==> config.mk <==
export PLATFORM = sky130hd
export DESIGN_NAME = block_edge_fade_pcm16_unit
export DESIGN_NICKNAME = d
export VERILOG_FILES = /design/src/rtl/bef_pkg.sv /design/src/rtl/bef_div.sv /design/src/rtl/block_edge_fade_pcm16_unit.sv
export SDC_FILE = /design/constraint.sdc
export NUM_CORES = 2
export LEC_CHECK = 0
export BUFFER_PORTS_ARGS = -buffer_cell sky130_fd_sc_hd__buf_2
export CORE_ASPECT_RATIO = 0.8
export CORE_MARGIN = 3
export CORE_UTILIZATION = 26
export DETAILED_ROUTE_END_ITERATION = 12
export SYNTH_ARGS = -nofsm -noshare
export SYNTH_HDL_FRONTEND = slang
export SYNTH_SLANG_ARGS = --single-unit
==> constraint.sdc <==
create_clock -name clk -period 9.95 [get_ports clk]
set_clock_uncertainty 0.1 [all_clocks]
set_input_delay 1.99 -clock clk [delete_from_list [all_inputs] [get_ports clk]]
set_output_delay 1.99 -clock clk [all_outputs]
set_load 0.005 [all_outputs]
==> src/rtl/bef_pkg.sv <==
// ----------------------------------------------------------------------------
// bef_pkg
// shared widths, constants and state types for the block edge fade unit
// ----------------------------------------------------------------------------
package bef_pkg;

    localparam int SAMPLE_W  = 24;
    localparam int COUNT_W   = 24;
    localparam int FADE_W    = 12;
    localparam int FRAC_W    = SAMPLE_W - 3;
    localparam int PCM_W     = 16;
    localparam int Q_W       = 15;
    localparam int MAG_W     = SAMPLE_W;
    localparam int TOP_W     = MAG_W + FADE_W;
    localparam int BOT_W     = FADE_W + FRAC_W;
    localparam int P_W       = BOT_W + Q_W;
    localparam int DIV_CNT_W = $clog2(Q_W);

    localparam logic [FADE_W-1:0] FADE_RESET = FADE_W'(240);
    localparam logic [Q_W-1:0]    PCM_FULL   = {Q_W{1'b1}};

    typedef enum logic [2:0] {
        ST_IDLE,
        ST_POS,
        ST_GAIN,
        ST_MUL,
        ST_CHK,
        ST_DIV,
        ST_OUT
    } fade_state_t;

    typedef enum logic [1:0] {
        DV_IDLE,
        DV_STEP,
        DV_ROUND
    } div_state_t;

endpackage

==> src/rtl/bef_div.sv <==
// ----------------------------------------------------------------------------
// bef_div
// iterative restoring divider, one quotient bit per cycle, round half to even
// ----------------------------------------------------------------------------
module bef_div
    import bef_pkg::*;
(
    input  logic             clk,
    input  logic             rst_n,
    input  logic             start,
    input  logic [P_W-1:0]   dividend,
    input  logic [BOT_W-1:0] divisor,
    output logic             done,
    output logic [Q_W-1:0]   quotient
);

    div_state_t             state_reg, state_next;
    logic [DIV_CNT_W-1:0]   cnt_reg, cnt_next;
    logic                   done_reg;
    logic [P_W-1:0]         rem_reg;
    logic [P_W-1:0]         dsh_reg;
    logic [BOT_W-1:0]       bot_reg;
    logic [Q_W-1:0]         q_reg;

    logic                   ge;
    logic [P_W-1:0]         diff;
    logic [BOT_W:0]         rem2;
    logic [BOT_W:0]         bot_ext;
    logic                   round_up;

    assign ge       = rem_reg >= dsh_reg;
    assign diff     = rem_reg - dsh_reg;
    assign rem2     = {rem_reg[BOT_W-1:0], 1'b0};
    assign bot_ext  = {1'b0, bot_reg};
    assign round_up = (rem2 > bot_ext) || ((rem2 == bot_ext) && q_reg[0]);

    always_comb
    begin
        state_next = state_reg;
        cnt_next   = cnt_reg;
        case (state_reg)
            DV_IDLE:
            begin
                if (start)
                begin
                    state_next = DV_STEP;
                    cnt_next   = DIV_CNT_W'(Q_W - 1);
                end
            end
            DV_STEP:
            begin
                cnt_next = cnt_reg - 1'b1;
                if (cnt_reg == '0)
                begin
                    state_next = DV_ROUND;
                end
            end
            DV_ROUND:
            begin
                state_next = DV_IDLE;
            end
            default:
            begin
                state_next = DV_IDLE;
            end
        endcase
    end

    always_ff @(posedge clk or negedge rst_n)
    begin
        if (!rst_n)
        begin
            state_reg <= DV_IDLE;
            cnt_reg   <= '0;
            done_reg  <= 1'b0;
        end
        else
        begin
            state_reg <= state_next;
            cnt_reg   <= cnt_next;
            done_reg  <= (state_reg == DV_ROUND);
        end
    end

    always_ff @(posedge clk)
    begin
        case (state_reg)
            DV_IDLE:
            begin
                if (start)
                begin
                    rem_reg <= dividend;
                    dsh_reg <= P_W'({divisor, {(Q_W-1){1'b0}}});
                    bot_reg <= divisor;
                    q_reg   <= '0;
                end
            end
            DV_STEP:
            begin
                if (ge)
                begin
                    rem_reg <= diff;
                end
                q_reg   <= {q_reg[Q_W-2:0], ge};
                dsh_reg <= dsh_reg >> 1;
            end
            DV_ROUND:
            begin
                q_reg <= q_reg + Q_W'(round_up);
            end
            default:
            begin
                q_reg <= q_reg;
            end
        endcase
    end

    assign done     = done_reg;
    assign quotient = q_reg;

endmodule

==> src/rtl/block_edge_fade_pcm16_unit.sv <==
// ----------------------------------------------------------------------------
// block_edge_fade_pcm16_unit
// linear block-edge fade of a q2.21 sample, clip and round to stereo pcm16
// ----------------------------------------------------------------------------
// items are processed one at a time: a new input is taken only in the idle state,
// after the previous result has been loaded into the output register; a clipped
// sample skips the 15-step divider and goes straight to the output
// the next input is taken while the result still waits in the output register
// reset: asynchronous active low; position returns to 0, fade_len to 240
// ----------------------------------------------------------------------------
module block_edge_fade_pcm16_unit
    import bef_pkg::*;
(
    input  logic                    clk,
    input  logic                    rst_n,
    input  logic                    cfg_wr_en,
    input  logic [FADE_W-1:0]       cfg_wr_data,
    input  logic                    s_axis_tvalid,
    output logic                    s_axis_tready,
    input  logic [47:0]             s_axis_tdata,   // sample_in, block_frames
    output logic                    m_axis_tvalid,
    input  logic                    m_axis_tready,
    output logic [31:0]             m_axis_tdata,   // pcm_left, pcm_right
    output logic                    m_axis_tlast
);

    fade_state_t            state_reg, state_next;
    logic [FADE_W-1:0]      fade_reg;
    logic [COUNT_W-1:0]     pos_reg;
    logic                   m_valid_reg, m_valid_next;

    logic [SAMPLE_W-1:0]    sample_reg;
    logic [COUNT_W-1:0]     n_reg;
    logic [COUNT_W-1:0]     nm1_reg;
    logic [COUNT_W-1:0]     i_reg;
    logic                   last_reg;
    logic                   neg_reg;
    logic [MAG_W-1:0]       mag_reg;
    logic [FADE_W-1:0]      num_reg;
    logic [FADE_W-1:0]      den_reg;
    logic [TOP_W-1:0]       top_reg;
    logic [BOT_W-1:0]       bot_reg;
    logic [Q_W-1:0]         res_reg;
    logic [PCM_W-1:0]       pcm_reg;
    logic                   tlast_reg;

    logic                   in_xfer;
    logic                   div_start;
    logic                   out_load;
    logic                   full;
    logic                   div_done;
    logic [Q_W-1:0]         div_q;
    logic [P_W-1:0]         prod;
    logic [SAMPLE_W-1:0]    s_sample;
    logic [COUNT_W-1:0]     s_frames;
    logic [COUNT_W-1:0]     nm1;
    logic                   fade_on;
    logic [COUNT_W-1:0]     nmf;
    logic [PCM_W-1:0]       res_ext;

    assign s_sample = s_axis_tdata[SAMPLE_W-1:0];
    assign s_frames = s_axis_tdata[SAMPLE_W+COUNT_W-1:SAMPLE_W];
    assign in_xfer  = s_axis_tvalid && s_axis_tready;
    assign nm1      = n_reg - 1'b1;
    assign fade_on  = (fade_reg != '0) && (COUNT_W'({fade_reg, 1'b0}) < n_reg);
    assign nmf      = n_reg - COUNT_W'(fade_reg);
    assign full     = top_reg >= TOP_W'(bot_reg);
    assign prod     = {top_reg[BOT_W-1:0], {Q_W{1'b0}}} - P_W'(top_reg[BOT_W-1:0]);
    assign res_ext  = PCM_W'(res_reg);

    bef_div u_div
    (
        .clk      (clk),
        .rst_n    (rst_n),
        .start    (div_start),
        .dividend (prod),
        .divisor  (bot_reg),
        .done     (div_done),
        .quotient (div_q)
    );

    // next state
    always_comb
    begin
        state_next = state_reg;
        case (state_reg)
            ST_IDLE:
            begin
                if (s_axis_tvalid)
                begin
                    state_next = ST_POS;
                end
            end
            ST_POS:  state_next = ST_GAIN;
            ST_GAIN: state_next = ST_MUL;
            ST_MUL:  state_next = ST_CHK;
            ST_CHK:  state_next = full ? ST_OUT : ST_DIV;
            ST_DIV:
            begin
                if (div_done)
                begin
                    state_next = ST_OUT;
                end
            end
            ST_OUT:
            begin
                if (!m_valid_reg || m_axis_tready)
                begin
                    state_next = ST_IDLE;
                end
            end
            default: state_next = ST_IDLE;
        endcase
    end

    // sequencer outputs
    always_comb
    begin
        s_axis_tready = 1'b0;
        div_start     = 1'b0;
        out_load      = 1'b0;
        case (state_reg)
            ST_IDLE: s_axis_tready = 1'b1;
            ST_CHK:  div_start     = !full;
            ST_OUT:  out_load      = !m_valid_reg || m_axis_tready;
            default:
            begin
                s_axis_tready = 1'b0;
            end
        endcase
    end

    always_comb
    begin
        m_valid_next = m_valid_reg;
        if (out_load)
        begin
            m_valid_next = 1'b1;
        end
        else if (m_axis_tready)
        begin
            m_valid_next = 1'b0;
        end
    end

    always_ff @(posedge clk or negedge rst_n)
    begin
        if (!rst_n)
        begin
            state_reg   <= ST_IDLE;
            fade_reg    <= FADE_RESET;
            pos_reg     <= '0;
            m_valid_reg <= 1'b0;
        end
        else
        begin
            state_reg   <= state_next;
            m_valid_reg <= m_valid_next;
            if (cfg_wr_en)
            begin
                fade_reg <= cfg_wr_data;
            end
            if (out_load)
            begin
                pos_reg <= last_reg ? '0 : i_reg + 1'b1;
            end
        end
    end

    // datapath
    always_ff @(posedge clk)
    begin
        if (in_xfer)
        begin
            sample_reg <= s_sample;
            n_reg      <= (s_frames == '0) ? COUNT_W'(1) : s_frames;
        end
        if (state_reg == ST_POS)
        begin
            nm1_reg  <= nm1;
            i_reg    <= (pos_reg > nm1) ? nm1 : pos_reg;
            last_reg <= pos_reg >= nm1;
        end
        if (state_reg == ST_GAIN)
        begin
            neg_reg <= sample_reg[SAMPLE_W-1];
            mag_reg <= sample_reg[SAMPLE_W-1] ? MAG_W'(-sample_reg) : MAG_W'(sample_reg);
            if (fade_on && (i_reg < COUNT_W'(fade_reg)))
            begin
                num_reg <= i_reg[FADE_W-1:0];
                den_reg <= fade_reg;
            end
            else if (fade_on && (i_reg >= nmf))
            begin
                num_reg <= FADE_W'(nm1_reg - i_reg);
                den_reg <= fade_reg;
            end
            else
            begin
                num_reg <= FADE_W'(1);
                den_reg <= FADE_W'(1);
            end
        end
        if (state_reg == ST_MUL)
        begin
            top_reg <= TOP_W'(mag_reg) * TOP_W'(num_reg);
            bot_reg <= {den_reg, {FRAC_W{1'b0}}};
        end
        if ((state_reg == ST_CHK) && full)
        begin
            res_reg <= PCM_FULL;
        end
        if ((state_reg == ST_DIV) && div_done)
        begin
            res_reg <= div_q;
        end
        if (out_load)
        begin
            pcm_reg   <= neg_reg ? PCM_W'(-res_ext) : res_ext;
            tlast_reg <= last_reg;
        end
    end

    assign m_axis_tvalid = m_valid_reg;
    assign m_axis_tdata  = {pcm_reg, pcm_reg};
    assign m_axis_tlast  = tlast_reg;

`ifndef SYNTHESIS
    a_div_done_in_div: assert property (@(posedge clk) disable iff (!rst_n)
        div_done |-> state_reg == ST_DIV)
        else $error("divider finished outside the divide state");

    a_no_div_when_full: assert property (@(posedge clk) disable iff (!rst_n)
        div_start |-> !full)
        else $error("divider started on a clipped sample");

    a_pos_wrap: assert property (@(posedge clk) disable iff (!rst_n)
        (out_load && last_reg) |=> pos_reg == '0)
        else $error("position not cleared after end of block");

    a_pcm_range: assert property (@(posedge clk) disable iff (!rst_n)
        m_axis_tvalid |-> m_axis_tdata[PCM_W-1:0] != {1'b1, {(PCM_W-1){1'b0}}})
        else $error("pcm output out of range");

    a_busy_no_ready: assert property (@(posedge clk) disable iff (!rst_n)
        in_xfer |=> !s_axis_tready && (state_reg == ST_POS))
        else $error("input taken while an item is in progress");
`endif

endmodule
==> flow_summary_export.csv <==
group,metric,value,unit
synthesis,syn_area_per_cell,9.75,um^2
clock_tree,cts_htree_levels,2,
synthesis,synth_edf_count,336,
clock_tree,cts_tree,"yes",
run_status,status,"finished clean",
critical_path,path_class,"register to register",
sta,fin_crit_sh,68.3,%
critical_path,crit_path_end_kind,"register",
synthesis,synthDistinctLibCells,91,
sta,drv_slew,0,
flow_run,maxCapViolations,0,
grt,grt_antenna_before_repair,0,
floorplan,ioPinCount,100,
finish,fin_area,36200,um^2
synthesis,synth_area,32700,um^2
sta,fin_tns_setup,0,ns
sta,max_clock_freq,147,MHz
drt,viasPerCell,4.69,
drt,routed_wl,82600,um
placed_design,post_dp_cell_area,34700,um^2
grt,first_global_vias,23600,
drt,drtAntennaViolNets,0,
floorplan,die_w,402,um
worst_hold_path,whs_path_depth,0,
critical_path,reg2regPathDepth,19,
synthesis,synth_flop_cell,"edfxtp_1",
synthesis,yosys_warnings,0,
floorplan,core,124000,um^2
finish,diodes,0,
sta,slew-limit-headroom,16.8,%
finish,layout_commonest_cell,"inv_1",
sta,hold_viol,0,
floorplan,die-area,130000,um^2
floorplan,initial_utilization,26.4,%
synthesis,syn_inst,3349,
synthesis,synth-async-reset-ratio,12.3,%
floorplan,die_height,323,um
floorplan,fp-row-count,115,
critical_path,r2r_slack,3.16,ns
worst_hold_path,holdCritPathClass,"register to register",
critical_path,arrival,7.02,ns
synthesis,yosysSeqAreaShare,34.5,%
sta,finalCriticalPeriod,6.79,ns
drt,dr.pass1.iters,5,
drt,vias,23600,
placed_design,post-place-ws,3.13,ns
finish,regArea,11300,um^2
finish,final_cell_mix,"inv_1, nand2_1, edfxtp_1",
worst_hold_path,holdPathEnd,"bot_reg[25]",
clock_tree,clkLatencyLatePin,0.60,ns
clock_tree,hold_buffers,0,
placed_design,portBuffers,99,
sta,worst_pin_slew,1.25,ns
drt,wire_per_inst,16.4,um
sta,rsz0062_at_grt,"no",
critical_path,r2r_end,"top_reg[31]",
critical_path,required,10.18,ns
clock_tree,cts.sinks,383,
finish,final_util,29.3,%
finish,n_fill_cell,12900,
clock_tree,numCtsBuffers,46,
drt,first_iter_violations,1834,
finish,finalNetCount,3915,
finish,drive_gt1_share,7.42,%
grt,grt_pass1_wl,133000,um
critical_path,r2r_start,"num_reg[8]",
synthesis,ys_seq_elements,383,
finish,multi_input_area,18900,um^2
clock_tree,ctsLongestPathBuffers,3,
sta,worst_slack,3.16,ns
grt,grt_max_degree,72,
clock_tree,path_clk_slew,0.06,ns
placed_design,dp_hpwl,63600,um
clock_tree,clockRootBuffer,"clkbuf_16",
grt,grt-ovfl-total,0,
critical_path,crit_fanout,24,
grt,grt_use_total,12.6,%
synthesis,syn_nets,3906,
finish,syn_to_final_growth,10.9,%
worst_hold_path,hp-start,"den_reg[4]",
critical_path,worstSetupStartpointType,"register",
finish,largest_register_ffs,48,
clock_tree,post-cts-setup-buffers,0,
critical_path,startpoint,"num_reg[8]",
drt,drc,0,
sta,setup_viol,0,
placed_design,place.gp.congestion,0.885,
clock_tree,post_cts_resized,0,
-- cells in the mapped netlist, types with 20 or more instances --
| cell | n | share of area, % |
|---|---|---|
| nand2b_1 | 37 | 0.71 |
| nand3_1 | 63 | 0.97 |
| a21o_1 | 83 | 1.9 |
| dfrtp_1 | 43 | 3.3 |
| buf_4 | 20 | 0.46 |
| o21ai_0 | 142 | 2.2 |
| and2_1 | 106 | 2.0 |
| nor2_1 | 151 | 1.7 |
| nor2b_1 | 38 | 0.73 |
| clkbuf_1 | 117 | 1.3 |
| mux2i_1 | 22 | 0.67 |
| nand2_1 | 387 | 4.4 |
| edfxtp_1 | 336 | 31 |
| nand4_1 | 48 | 0.92 |
| a21oi_1 | 153 | 2.3 |
| xor2_1 | 88 | 2.4 |
| nor3_1 | 37 | 0.57 |
| ha_1 | 269 | 10 |
| xnor2_1 | 143 | 3.8 |
| nor4_1 | 26 | 0.50 |
| fa_1 | 223 | 14 |
| inv_1 | 468 | 5.4 |
| o21a_1 | 20 | 0.46 |
-- worst max-delay path, stage by stage, from the launching register on --
cell and delay, ns:
edfxtp_1 1.03, nand2_1 0.19, fa_1 0.58, inv_1 0.05, fa_1 0.46, fa_1 0.53, fa_1 0.54, inv_1 0.05
fa_1 0.55, inv_1 0.05, ha_1 0.35, a21oi_1 0.22, a21boi_0 0.28, a211oi_1 0.11, o41ai_1 0.53, a21oi_1 0.20
o211ai_1 0.32, nand2b_1 0.09, a21oi_1 0.18, xnor2_1 0.09
-- how the worst max path moves through the flow --
stage                       endpoint  slack (ns)
CTS                      top_reg[31]        3.11
detailed placement       top_reg[31]        3.13
global route             top_reg[31]        2.75
global placement         top_reg[31]        3.22
floorplan           u_div.rem_reg[0]        3.78
finish                   top_reg[31]        3.16
-- per-layer routing --
layer / GRT usage [%] / wire (um)
met1: 18.4 / 39900
met2: 19.7 / 36200
met5: 0 / 0
met4: 2.60 / 1410
met3: 2.07 / 5140
-- area by class of cell --
cell class              count  area share, %
multi-input cells        2339           52.3
clock buffers              57           3.35
well taps                1638           5.66
repair buffers            120           1.80
clock inverters            29          0.947
flip-flops and latches    383           31.1
inverters                 468           4.85
-- logic make-up after synthesis --
| logic type | Yosys count | share of synthesized area [%] |
|---|---|---|
| AND/OR/NAND/NOR | 995 | 14.9 |
| XOR/XNOR | 231 | 6.20 |
| flip-flops | 383 | 34.5 |
| buffers and inverters | 627 | 7.63 |
| adder cells (fa/ha/maj) | 492 | 24.0 |
| AO/OA/AOI/OAI | 584 | 11.6 |
| multiplexers | 37 | 1.19 |
-- metrics by stage --
stage,hold WS (ns),cells
2_1_floorplan,0.300,3349
3_3_place_gp,0.303,4948
3_5_place_dp,0.305,4948
4_1_cts,0.318,5034
5_1_grt,0.323,5034
6_report,0.314,5034
Power is left out: the tool's default activity adds up to more than one toggle a clock period on the data nets, which glitch-free logic cannot reach.
